===== config.mk =====
export PLATFORM = sky130hd
export DESIGN_NAME = address_cache_with_aging
export DESIGN_NICKNAME = d
export VERILOG_FILES = /design/src/aca_pkg.sv /design/src/address_cache_with_aging.sv /design/src/aca_ram.sv /design/src/aca_ctrl.sv /design/src/aca_dpath.sv
export SDC_FILE = /design/constraint.sdc
export NUM_CORES = 2
export LEC_CHECK = 0
export ABC_CLOCK_PERIOD_IN_PS = 24400
export BUFFER_PORTS_ARGS = -buffer_cell sky130_fd_sc_hd__buf_2
export CAP_MARGIN = 25
export CORE_ASPECT_RATIO = 1.5
export CORE_MARGIN = 3
export CORE_UTILIZATION = 65
export CTS_CLUSTER_DIAMETER = 30
export DETAILED_ROUTE_END_ITERATION = 7
export PLACE_DENSITY_LB_ADDON = 0.05
export SETUP_SLACK_MARGIN = 0.02
export SLEW_MARGIN = 20
export SYNTH_ARGS = -nofsm -noshare
export SYNTH_HDL_FRONTEND = slang
export SYNTH_SLANG_ARGS = --single-unit

===== constraint.sdc =====
create_clock -name clk -period 24.4 [get_ports clk]
set_clock_uncertainty 0.05 [all_clocks]
set_input_delay 4.88 -clock clk [delete_from_list [all_inputs] [get_ports clk]]
set_output_delay 4.88 -clock clk [all_outputs]
set_load 0.02 [all_outputs]

===== src/aca_pkg.sv =====
`default_nettype none
// ----------------------------------------------------------------------------
// aca_pkg
// Shared types and constants of the address cache with aging: field widths,
// request kinds, result codes, register map, controller states and the
// command and status bundles between the controller and the datapath.
// ----------------------------------------------------------------------------
package aca_pkg;

  localparam int KIND_W     = 2;
  localparam int PROTO_W    = 32;
  localparam int HW_W       = 48;
  localparam int STAMP_W    = 32;
  localparam int STATUS_W   = 2;
  localparam int INDEX_W    = 4;
  localparam int COUNT_W    = 5;
  localparam int STALE_W    = 16;
  localparam int CFG_DATA_W = 32;
  localparam int CFG_ADDR_W = 3;
  localparam int REG_IDX_W  = CFG_ADDR_W - 2;
  localparam int ENTRY_W    = PROTO_W + HW_W + STAMP_W;

  localparam logic [STALE_W-1:0]   STALE_RESET = 16'd15;
  localparam logic [COUNT_W-1:0]   COUNT_MAX   = 5'd31;
  localparam logic [REG_IDX_W-1:0] REG_STALE_SECONDS = 1'b0;

  typedef enum logic [KIND_W-1:0] {
    KIND_INSERT = 2'd0,
    KIND_LOOKUP = 2'd1,
    KIND_TICK   = 2'd2,
    KIND_SWEEP  = 2'd3
  } kind_t;

  typedef enum logic [STATUS_W-1:0] {
    STATUS_OK   = 2'd0,
    STATUS_MISS = 2'd1,
    STATUS_FULL = 2'd2
  } status_t;

  typedef enum logic [1:0] {
    ST_IDLE,
    ST_INSERT,
    ST_SCAN,
    ST_FINISH
  } aca_state_t;

  typedef struct packed {
    logic accept;
    logic ins_write;
    logic idx_step;
    logic scan_run;
    logic out_load;
  } aca_cmd_t;

  typedef struct packed {
    logic slot_free;
    logic idx_last;
    logic scan_done;
    logic out_busy;
  } aca_sts_t;

endpackage
`default_nettype wire


===== src/address_cache_with_aging.sv =====
`default_nettype none
// ----------------------------------------------------------------------------
// address_cache_with_aging
// Table of protocol to hardware address pairs with insert, lookup, second
// tick and stale-entry sweep requests, plus one aging register.
// ----------------------------------------------------------------------------
// One request is handled at a time. A tick goes from accept straight to
// the finish state. An insert walks the valid bits one slot per cycle and
// stops at the lowest free slot, or after the last slot when all are full.
// A lookup or a sweep reads the entry RAM one slot per cycle through its
// single read port and always visits every slot. The result register frees
// the controller, but the next request is taken only after the current
// result has been loaded there. Valid bits clear at reset; no clearing pass
// is needed. stale_seconds sits at byte address 0 and resets to 15.
// ----------------------------------------------------------------------------
module address_cache_with_aging #(
  parameter int CACHE_ENTRIES = 16
) (
  input  logic                              clk,
  input  logic                              rst_n,
  input  logic                              in_valid,
  output logic                              in_ready,
  input  logic [aca_pkg::KIND_W-1:0]        in_kind,
  input  logic [aca_pkg::PROTO_W-1:0]       in_proto_address,
  input  logic [aca_pkg::HW_W-1:0]          in_hw_address_in,
  output logic                              out_valid,
  input  logic                              out_ready,
  output logic [aca_pkg::STATUS_W-1:0]      out_status,
  output logic [aca_pkg::INDEX_W-1:0]       out_entry_index,
  output logic [aca_pkg::HW_W-1:0]          out_hw_address_out,
  output logic [aca_pkg::COUNT_W-1:0]       out_invalidated_count,
  input  logic                              cfg_psel,
  input  logic                              cfg_penable,
  input  logic                              cfg_pwrite,
  input  logic [aca_pkg::CFG_ADDR_W-1:0]    cfg_paddr,
  input  logic [aca_pkg::CFG_DATA_W-1:0]    cfg_pwdata,
  output logic [aca_pkg::CFG_DATA_W-1:0]    cfg_prdata,
  output logic                              cfg_pready
);
  import aca_pkg::*;

  logic [STALE_W-1:0] stale_r;
  logic               reg_hit;
  logic               cfg_wr;
  aca_cmd_t           cmd;
  aca_sts_t           sts;

  assign cfg_pready = 1'b1;
  assign reg_hit    = (cfg_paddr[CFG_ADDR_W-1:2] == REG_STALE_SECONDS);
  assign cfg_wr     = cfg_psel && cfg_penable && cfg_pwrite && cfg_pready;
  assign cfg_prdata = reg_hit ? CFG_DATA_W'(stale_r) : '0;

  always_ff @(posedge clk) begin
    if (!rst_n) begin
      stale_r <= STALE_RESET;
    end else if (cfg_wr && reg_hit) begin
      stale_r <= cfg_pwdata[STALE_W-1:0];
    end
  end

  aca_ctrl u_ctrl (
    .clk      (clk),
    .rst_n    (rst_n),
    .in_valid (in_valid),
    .in_kind  (in_kind),
    .in_ready (in_ready),
    .sts      (sts),
    .cmd      (cmd)
  );

  aca_dpath #(
    .CACHE_ENTRIES (CACHE_ENTRIES)
  ) u_dpath (
    .clk                   (clk),
    .rst_n                 (rst_n),
    .cmd                   (cmd),
    .sts                   (sts),
    .in_kind               (in_kind),
    .in_proto_address      (in_proto_address),
    .in_hw_address_in      (in_hw_address_in),
    .stale_seconds         (stale_r),
    .out_valid             (out_valid),
    .out_ready             (out_ready),
    .out_status            (out_status),
    .out_entry_index       (out_entry_index),
    .out_hw_address_out    (out_hw_address_out),
    .out_invalidated_count (out_invalidated_count)
  );

endmodule
`default_nettype wire


===== src/aca_ram.sv =====
`default_nettype none
// ----------------------------------------------------------------------------
// aca_ram
// Generic single write port, single read port RAM with registered read data.
// ----------------------------------------------------------------------------
module aca_ram #(
  parameter int WIDTH = 8,
  parameter int DEPTH = 16
) (
  input  logic                                      clk,
  input  logic                                      we,
  input  logic [((DEPTH > 1) ? $clog2(DEPTH) : 1)-1:0] waddr,
  input  logic [WIDTH-1:0]                          wdata,
  input  logic                                      re,
  input  logic [((DEPTH > 1) ? $clog2(DEPTH) : 1)-1:0] raddr,
  output logic [WIDTH-1:0]                          rdata
);

  logic [WIDTH-1:0] mem_r [DEPTH];

  always_ff @(posedge clk) begin
    if (we) begin
      mem_r[waddr] <= wdata;
    end
    if (re) begin
      rdata <= mem_r[raddr];
    end
  end

endmodule
`default_nettype wire


===== src/aca_ctrl.sv =====
`default_nettype none
// ----------------------------------------------------------------------------
// aca_ctrl
// Controller of the address cache: takes a request, walks the slots for an
// insert or a lookup/sweep scan, then hands the result to the output register.
// ----------------------------------------------------------------------------
module aca_ctrl (
  input  logic                          clk,
  input  logic                          rst_n,
  input  logic                          in_valid,
  input  logic [aca_pkg::KIND_W-1:0]    in_kind,
  output logic                          in_ready,
  input  aca_pkg::aca_sts_t             sts,
  output aca_pkg::aca_cmd_t             cmd
);
  import aca_pkg::*;

  aca_state_t state_r;
  aca_state_t state_nxt;

  always_ff @(posedge clk) begin
    if (!rst_n) begin
      state_r <= ST_IDLE;
    end else begin
      state_r <= state_nxt;
    end
  end

  always_comb begin
    state_nxt = state_r;
    unique case (state_r)
      ST_IDLE: begin
        if (in_valid) begin
          unique case (kind_t'(in_kind))
            KIND_INSERT: state_nxt = ST_INSERT;
            KIND_LOOKUP: state_nxt = ST_SCAN;
            KIND_TICK:   state_nxt = ST_FINISH;
            KIND_SWEEP:  state_nxt = ST_SCAN;
          endcase
        end
      end
      ST_INSERT: begin
        if (sts.slot_free || sts.idx_last) begin
          state_nxt = ST_FINISH;
        end
      end
      ST_SCAN: begin
        if (sts.scan_done) begin
          state_nxt = ST_FINISH;
        end
      end
      ST_FINISH: begin
        if (!sts.out_busy) begin
          state_nxt = ST_IDLE;
        end
      end
    endcase
  end

  always_comb begin
    cmd      = '0;
    in_ready = 1'b0;
    unique case (state_r)
      ST_IDLE: begin
        in_ready   = 1'b1;
        cmd.accept = in_valid;
      end
      ST_INSERT: begin
        // first free slot wins, otherwise move on unless at the end
        if (sts.slot_free) begin
          cmd.ins_write = 1'b1;
        end else if (!sts.idx_last) begin
          cmd.idx_step = 1'b1;
        end
      end
      ST_SCAN: begin
        cmd.scan_run = 1'b1;
      end
      ST_FINISH: begin
        cmd.out_load = !sts.out_busy;
      end
    endcase
  end

endmodule
`default_nettype wire


===== src/aca_dpath.sv =====
`default_nettype none
// ----------------------------------------------------------------------------
// aca_dpath
// Datapath of the address cache: request registers, second counter, valid
// bits, entry RAM, scan pointer with a one-stage read pipeline, result
// assembly and the output register.
// ----------------------------------------------------------------------------
module aca_dpath #(
  parameter int CACHE_ENTRIES = 16
) (
  input  logic                          clk,
  input  logic                          rst_n,
  input  aca_pkg::aca_cmd_t             cmd,
  output aca_pkg::aca_sts_t             sts,
  input  logic [aca_pkg::KIND_W-1:0]    in_kind,
  input  logic [aca_pkg::PROTO_W-1:0]   in_proto_address,
  input  logic [aca_pkg::HW_W-1:0]      in_hw_address_in,
  input  logic [aca_pkg::STALE_W-1:0]   stale_seconds,
  output logic                          out_valid,
  input  logic                          out_ready,
  output logic [aca_pkg::STATUS_W-1:0]  out_status,
  output logic [aca_pkg::INDEX_W-1:0]   out_entry_index,
  output logic [aca_pkg::HW_W-1:0]      out_hw_address_out,
  output logic [aca_pkg::COUNT_W-1:0]   out_invalidated_count
);
  import aca_pkg::*;

  localparam int IW = (CACHE_ENTRIES > 1) ? $clog2(CACHE_ENTRIES) : 1;
  localparam int CW = $clog2(CACHE_ENTRIES + 1);
  localparam logic [CW-1:0] LAST_IDX = CW'(CACHE_ENTRIES - 1);
  localparam logic [CW-1:0] END_IDX  = CW'(CACHE_ENTRIES);

  kind_t                    kind_r;
  logic [PROTO_W-1:0]       proto_r;
  logic [HW_W-1:0]          hw_r;
  logic [STAMP_W-1:0]       now_r;
  logic [CACHE_ENTRIES-1:0] valid_r;
  logic [CW-1:0]            idx_r;
  logic                     pend_r;
  logic [IW-1:0]            pidx_r;
  logic                     found_r;
  logic [IW-1:0]            found_idx_r;
  logic [HW_W-1:0]          found_hw_r;
  logic [COUNT_W-1:0]       count_r;
  logic                     out_valid_r;
  logic [STATUS_W-1:0]      out_status_r;
  logic [INDEX_W-1:0]       out_index_r;
  logic [HW_W-1:0]          out_hw_r;
  logic [COUNT_W-1:0]       out_count_r;

  logic [IW-1:0]            idx_addr;
  logic                     scan_rd;
  logic [ENTRY_W-1:0]       entry_rd;
  logic [PROTO_W-1:0]       rd_proto;
  logic [HW_W-1:0]          rd_hw;
  logic [STAMP_W-1:0]       rd_stamp;
  logic [STAMP_W-1:0]       age;
  logic                     eval;
  logic                     lookup_match;
  logic                     sweep_kill;
  status_t                  res_status;
  logic [INDEX_W-1:0]       res_index;
  logic [HW_W-1:0]          res_hw;
  logic [COUNT_W-1:0]       res_count;

  assign idx_addr = idx_r[IW-1:0];
  assign scan_rd  = cmd.scan_run && (idx_r != END_IDX);

  aca_ram #(
    .WIDTH (ENTRY_W),
    .DEPTH (CACHE_ENTRIES)
  ) u_entry_ram (
    .clk   (clk),
    .we    (cmd.ins_write),
    .waddr (idx_addr),
    .wdata ({proto_r, hw_r, now_r}),
    .re    (scan_rd),
    .raddr (idx_addr),
    .rdata (entry_rd)
  );

  assign rd_proto = entry_rd[ENTRY_W-1 -: PROTO_W];
  assign rd_hw    = entry_rd[STAMP_W +: HW_W];
  assign rd_stamp = entry_rd[STAMP_W-1:0];

  // age wraps with the second counter
  assign age  = now_r - rd_stamp;
  assign eval = pend_r && cmd.scan_run && valid_r[pidx_r];

  assign lookup_match = eval && (kind_r == KIND_LOOKUP) && (rd_proto == proto_r) && !found_r;
  assign sweep_kill   = eval && (kind_r == KIND_SWEEP) && (age > STAMP_W'(stale_seconds));

  assign sts.slot_free = !valid_r[idx_addr];
  assign sts.idx_last  = (idx_r == LAST_IDX);
  assign sts.scan_done = (idx_r == END_IDX) && !pend_r;
  assign sts.out_busy  = out_valid_r && !out_ready;

  always_ff @(posedge clk) begin
    if (!rst_n) begin
      valid_r <= '0;
    end else begin
      if (cmd.ins_write) begin
        valid_r[idx_addr] <= 1'b1;
      end
      if (sweep_kill) begin
        valid_r[pidx_r] <= 1'b0;
      end
    end
  end

  always_ff @(posedge clk) begin
    if (!rst_n) begin
      now_r       <= '0;
      idx_r       <= '0;
      pend_r      <= 1'b0;
      found_r     <= 1'b0;
      count_r     <= '0;
      out_valid_r <= 1'b0;
    end else begin
      if (cmd.accept) begin
        idx_r   <= '0;
        pend_r  <= 1'b0;
        found_r <= 1'b0;
        count_r <= '0;
        if (kind_t'(in_kind) == KIND_TICK) begin
          now_r <= now_r + STAMP_W'(1);
        end
      end
      if (cmd.idx_step) begin
        idx_r <= idx_r + CW'(1);
      end
      if (cmd.ins_write || lookup_match) begin
        found_r <= 1'b1;
      end
      // read one slot per cycle, evaluate it the cycle after
      if (cmd.scan_run) begin
        pend_r <= scan_rd;
        if (scan_rd) begin
          idx_r <= idx_r + CW'(1);
        end
      end
      if (sweep_kill && (count_r != COUNT_MAX)) begin
        count_r <= count_r + COUNT_W'(1);
      end
      if (cmd.out_load) begin
        out_valid_r <= 1'b1;
      end else if (out_ready) begin
        out_valid_r <= 1'b0;
      end
    end
  end

  always_ff @(posedge clk) begin
    if (cmd.accept) begin
      kind_r  <= kind_t'(in_kind);
      proto_r <= in_proto_address;
      hw_r    <= in_hw_address_in;
    end
    if (cmd.scan_run) begin
      pidx_r <= idx_addr;
    end
    if (cmd.ins_write) begin
      found_idx_r <= idx_addr;
    end
    if (lookup_match) begin
      found_idx_r <= pidx_r;
      found_hw_r  <= rd_hw;
    end
    if (cmd.out_load) begin
      out_status_r <= res_status;
      out_index_r  <= res_index;
      out_hw_r     <= res_hw;
      out_count_r  <= res_count;
    end
  end

  always_comb begin
    res_status = STATUS_OK;
    res_index  = '0;
    res_hw     = '0;
    res_count  = '0;
    unique case (kind_r)
      KIND_INSERT: begin
        res_status = found_r ? STATUS_OK : STATUS_FULL;
        res_index  = found_r ? INDEX_W'(found_idx_r) : '0;
      end
      KIND_LOOKUP: begin
        res_status = found_r ? STATUS_OK : STATUS_MISS;
        res_index  = found_r ? INDEX_W'(found_idx_r) : '0;
        res_hw     = found_r ? found_hw_r : '0;
      end
      KIND_TICK: begin
        res_status = STATUS_OK;
      end
      KIND_SWEEP: begin
        res_count = count_r;
      end
    endcase
  end

  assign out_valid             = out_valid_r;
  assign out_status            = out_status_r;
  assign out_entry_index       = out_index_r;
  assign out_hw_address_out    = out_hw_r;
  assign out_invalidated_count = out_count_r;

endmodule
`default_nettype wire

==> key figures <==
Setup path
  – Required @ worst endpoint: 19.47 ns
  – Setup crit start kind: primary input
  – Slowest CP cell: buf_2
  – Crit-path cells: buf_2 -> nor2_1 -> buf_2
  – CP Capture Type: primary output
  – Cell mode on critical path: buf_2
  – Critical path class: in2out
  – Worst EP arrival: roughly 5.4 ns
  – Worst setup path start: cfg_paddr[2]
  – FF-to-FF Start: u_dpath.now_r[1]$_SDFFE_PN0P_
  – Worst-path maximum fanout: 18
  – CP max stage delay: 0.28 ns

Logic synthesis
  – Cell area after synthesis: 83,500 um^2
  – Synth area leader: edfxtp_1
  – Area contributors post-synth: edfxtp_1 76%, mux4_2 15%, dfxtp_1 1.9%, ha_1 0.88%, clkbuf_1 0.62%
  – Synth cell types: 66
  – Post-synth EDFFs: around 2,100
  – Count leader, synth: edfxtp_1
  – Synth warn: 0
  – Post-synth top cells: 2,101 x edfxtp_1, 570 x mux4_2, 138 x clkbuf_1, 108 x nand2_1, 88 x nor2_1
  – Synth async-reset ratio: 0
  – Mean Syn Cell Area: 22.1 um^2
  – Seq/Total Area, Yosys: 0.775
  – Number of synthesized register bits: 2,180
  – Main synth FF type: edfxtp_1
  – Mapped Cells: between 3,000 and 4,000
  – Share of the synthesized area in the top cell type: 0.756

Clock network
  – Clk slew on worst S/H paths: 0.06 ns
  – TritonCTS Buffers: 290
  – Clock latency on the worst-skew pair: 0.89 ns
  – H-tree Lvls: 5
  – Clock sink total: 2,180
  – PostCTS Resize Cnt: 0
  – Clk buf depth: 4
  – CTS tree: done
  – Setup bufs post-CTS: 0
  – CTS root buf: clkbuf_16
  – Hold buffers post-CTS: 0

STA
  – Final TNS setup: 0 ns
  – RSZ-0062 raised after global routing: no
  – Minimum clock period: a little over 10 ns
  – # setup viols final: 0
  – Tightest Pin Transition: 1.06 ns
  – Period utilisation layout: 0.424
  – Hold Vio Cnt, Final: 0
  – Max Clock Freq: just under 100 MHz
  – Slew headroom: 0.296
  – Final Max Slew Viols: 0

Flow run
  – MaxCap Viol Count: 0

Status
  – Status: finished, final reports clean

Worst hold path
  – Worst hold path startpoint: u_dpath.u_entry_ram.rdata[41]$_DFFE_PP_
  – Min-Delay Path Class: reg2reg

Die
  – Die ar.: 133,000 um^2
  – Die W: 299 um
  – Starting density of the core: 0.656
  – Row Count: 160
  – Die height: between 400 and 500 um
  – Core Region: between 100,000 and 150,000 um^2
  – Num ports: roughly 220

Route
  – DR iter-0 viols: a little over 5,000
  – DRT Wirelength: 197 mm
  – Number of remaining DRC errors: 0
  – Avg Vias per Cell: 6.77
  – Final ANT Viol Nets: 0
  – DR WL/cell: roughly 33 um
  – TritonRoute pass-1 iters: 5
  – Routed via count: 40,971

Pwr
  – Leak: between 30 and 40 nW
  – PnR Total Power: roughly 9.9 mW
  – Power per cell area: between 100 and 150 nW/um^2
  – Worst vdd ir: 0.0999 mV

GRT
  – Vias in the first global route: 43,174
  – Initial antenna violation count: 7
  – First-pass GRT wire length: between 200 and 300 mm
  – GRT Util Overall: 0.306
  – Remaining Overflow, GRT: 0
  – Largest net degree at the start of global routing: 178

Cells and area
  – Share of cells above drive strength 1: 0.305
  – Layout area overhead: 15.4%
  – FF/Latch Area: 64,700 um^2
  – Nets@finish: approximately 4,300
  – Area of the multi-input gates: 17,900 um^2
  – Fillers: 6,618

Placed design
  – PortBufs: around 180
  – Detailed Place HPWL: 90.8 mm
  – RePlAce Congestion: between 0.8 and 0.9
worst max-delay path, delay by kind of cell:
family | cells | cell delay [ns]
buffers and inverters | 2 | 0.45
and+or+nand+nor | 1 | 0.08
metal layers:
layer | global-route usage | vias up | routed length [um]
met5 | 0 | - | 13
met2 | 0.496 | 2435 | 100000
li1 | - | 16521 | -
met3 | 0.0574 | 435 | 17500
met1 | 0.424 | 21578 | 72900
met4 | 0.118 | 2 | 6760
path summary, 6_finish.rpt:
| kind | cells after the start | slack (ns) | endpoint |
|---|---|---|---|
| worst max register to register | 18 | 18.84 | u_dpath.count_r[1]$_SDFFE_PN0P_ |
| worst max-delay path | 3 | 14.06 | cfg_prdata[5] |
| worst min-delay path | 0 | 0.36 | u_dpath.found_hw_r[9]$_DFFE_PP_ |
| worst min register to register | 0 | 0.36 | u_dpath.found_hw_r[9]$_DFFE_PP_ |
final cells by class:
class,count,area share
Sequential cell,2180,0.672
Multi-Input combinational cell,1350,0.186
Clock buffer,314,0.0778
Clock inverter,190,0.0227
Tap cell,1701,0.0221
Timing Repair Buffer,247,0.0171
Inverter,64,0.00252
Antenna cell,2,0.0000520
registers in the layout (all words and copies together), names as in the netlist, 4 cells and up:
register                       cells
u_dpath.u_entry_ram.mem_r       1792
u_dpath.u_entry_ram.rdata        112
u_dpath.found_hw_r                48
u_dpath.hw_r                      48
u_dpath.out_hw_address_out        48
u_dpath.now_r                     32
u_dpath.proto_r                   32
stale_r                           16
u_dpath.valid_r                   16
u_dpath.count_r                    5
u_dpath.idx_r                      5
u_dpath.out_invalidated_count      5
u_dpath.found_idx_r                4
u_dpath.out_entry_index            4
u_dpath.pidx_r                     4
metrics by stage:
stage | cells | hold slack [ns] | setup WS, ns | util | area, um^2
after floorplan | 3788 | 0.350 | 13.79 | - | 83500
after global placement | 5537 | 0.356 | 14.08 | 0.680 | 86500
after global routing | 6046 | 0.371 | 13.99 | 0.758 | 96300
after detailed placement | 5539 | 0.355 | 14.05 | 0.681 | 86500
final | 6048 | 0.359 | 14.06 | 0.758 | 96300
after CTS | 6043 | 0.361 | 14.05 | 0.757 | 96200
report_power, final:
part | internal [mW] | switching [mW]
logic | 0.521 | 0.600
registers | 4.42 | 0.166
clock network | 2.58 | 1.63
total | 7.52 | 2.39
placed cells by master, fill, tap and decap left out, drive strengths merged, types with 6 or more instances in the layout:
cell type | Yosys | final
mux4 | 570 | 570
nor3 | 25 | 25
or3 | 11 | 11
bufinv | 0 | 30
buf | 55 | 247
nor2b | 15 | 15
xnor2 | 30 | 30
clkinvlp | 0 | 24
xor2 | 49 | 49
nand2b | 11 | 11
nor4 | 9 | 9
a21o | 10 | 10
nand3 | 37 | 37
o21ai | 49 | 49
and2 | 9 | 9
a21oi | 74 | 74
ha | 59 | 59
a31oi | 7 | 7
dfxtp | 79 | 79
o21bai | 6 | 6
o211ai | 11 | 11
a41oi | 16 | 16
nand4 | 19 | 19
and3 | 62 | 62
conb | 2 | 17
clkinv | 0 | 83
nand2 | 108 | 108
edfxtp | 2101 | 2101
clkbuf | 139 | 314
inv | 64 | 117
o21a | 6 | 6
nor2 | 88 | 88
logic make-up after synthesis:
family          after synthesis  synth area share
other cells                   2         0.0000900
fa+ha+maj                    60           0.00909
flops                      2180             0.775
xor+xnor                     79           0.00829
compound gates              206            0.0156
buf+inv                     258            0.0127
simple gates                413            0.0249
mux                         575             0.154
Note: power is estimated with default switching activity, not from simulation.
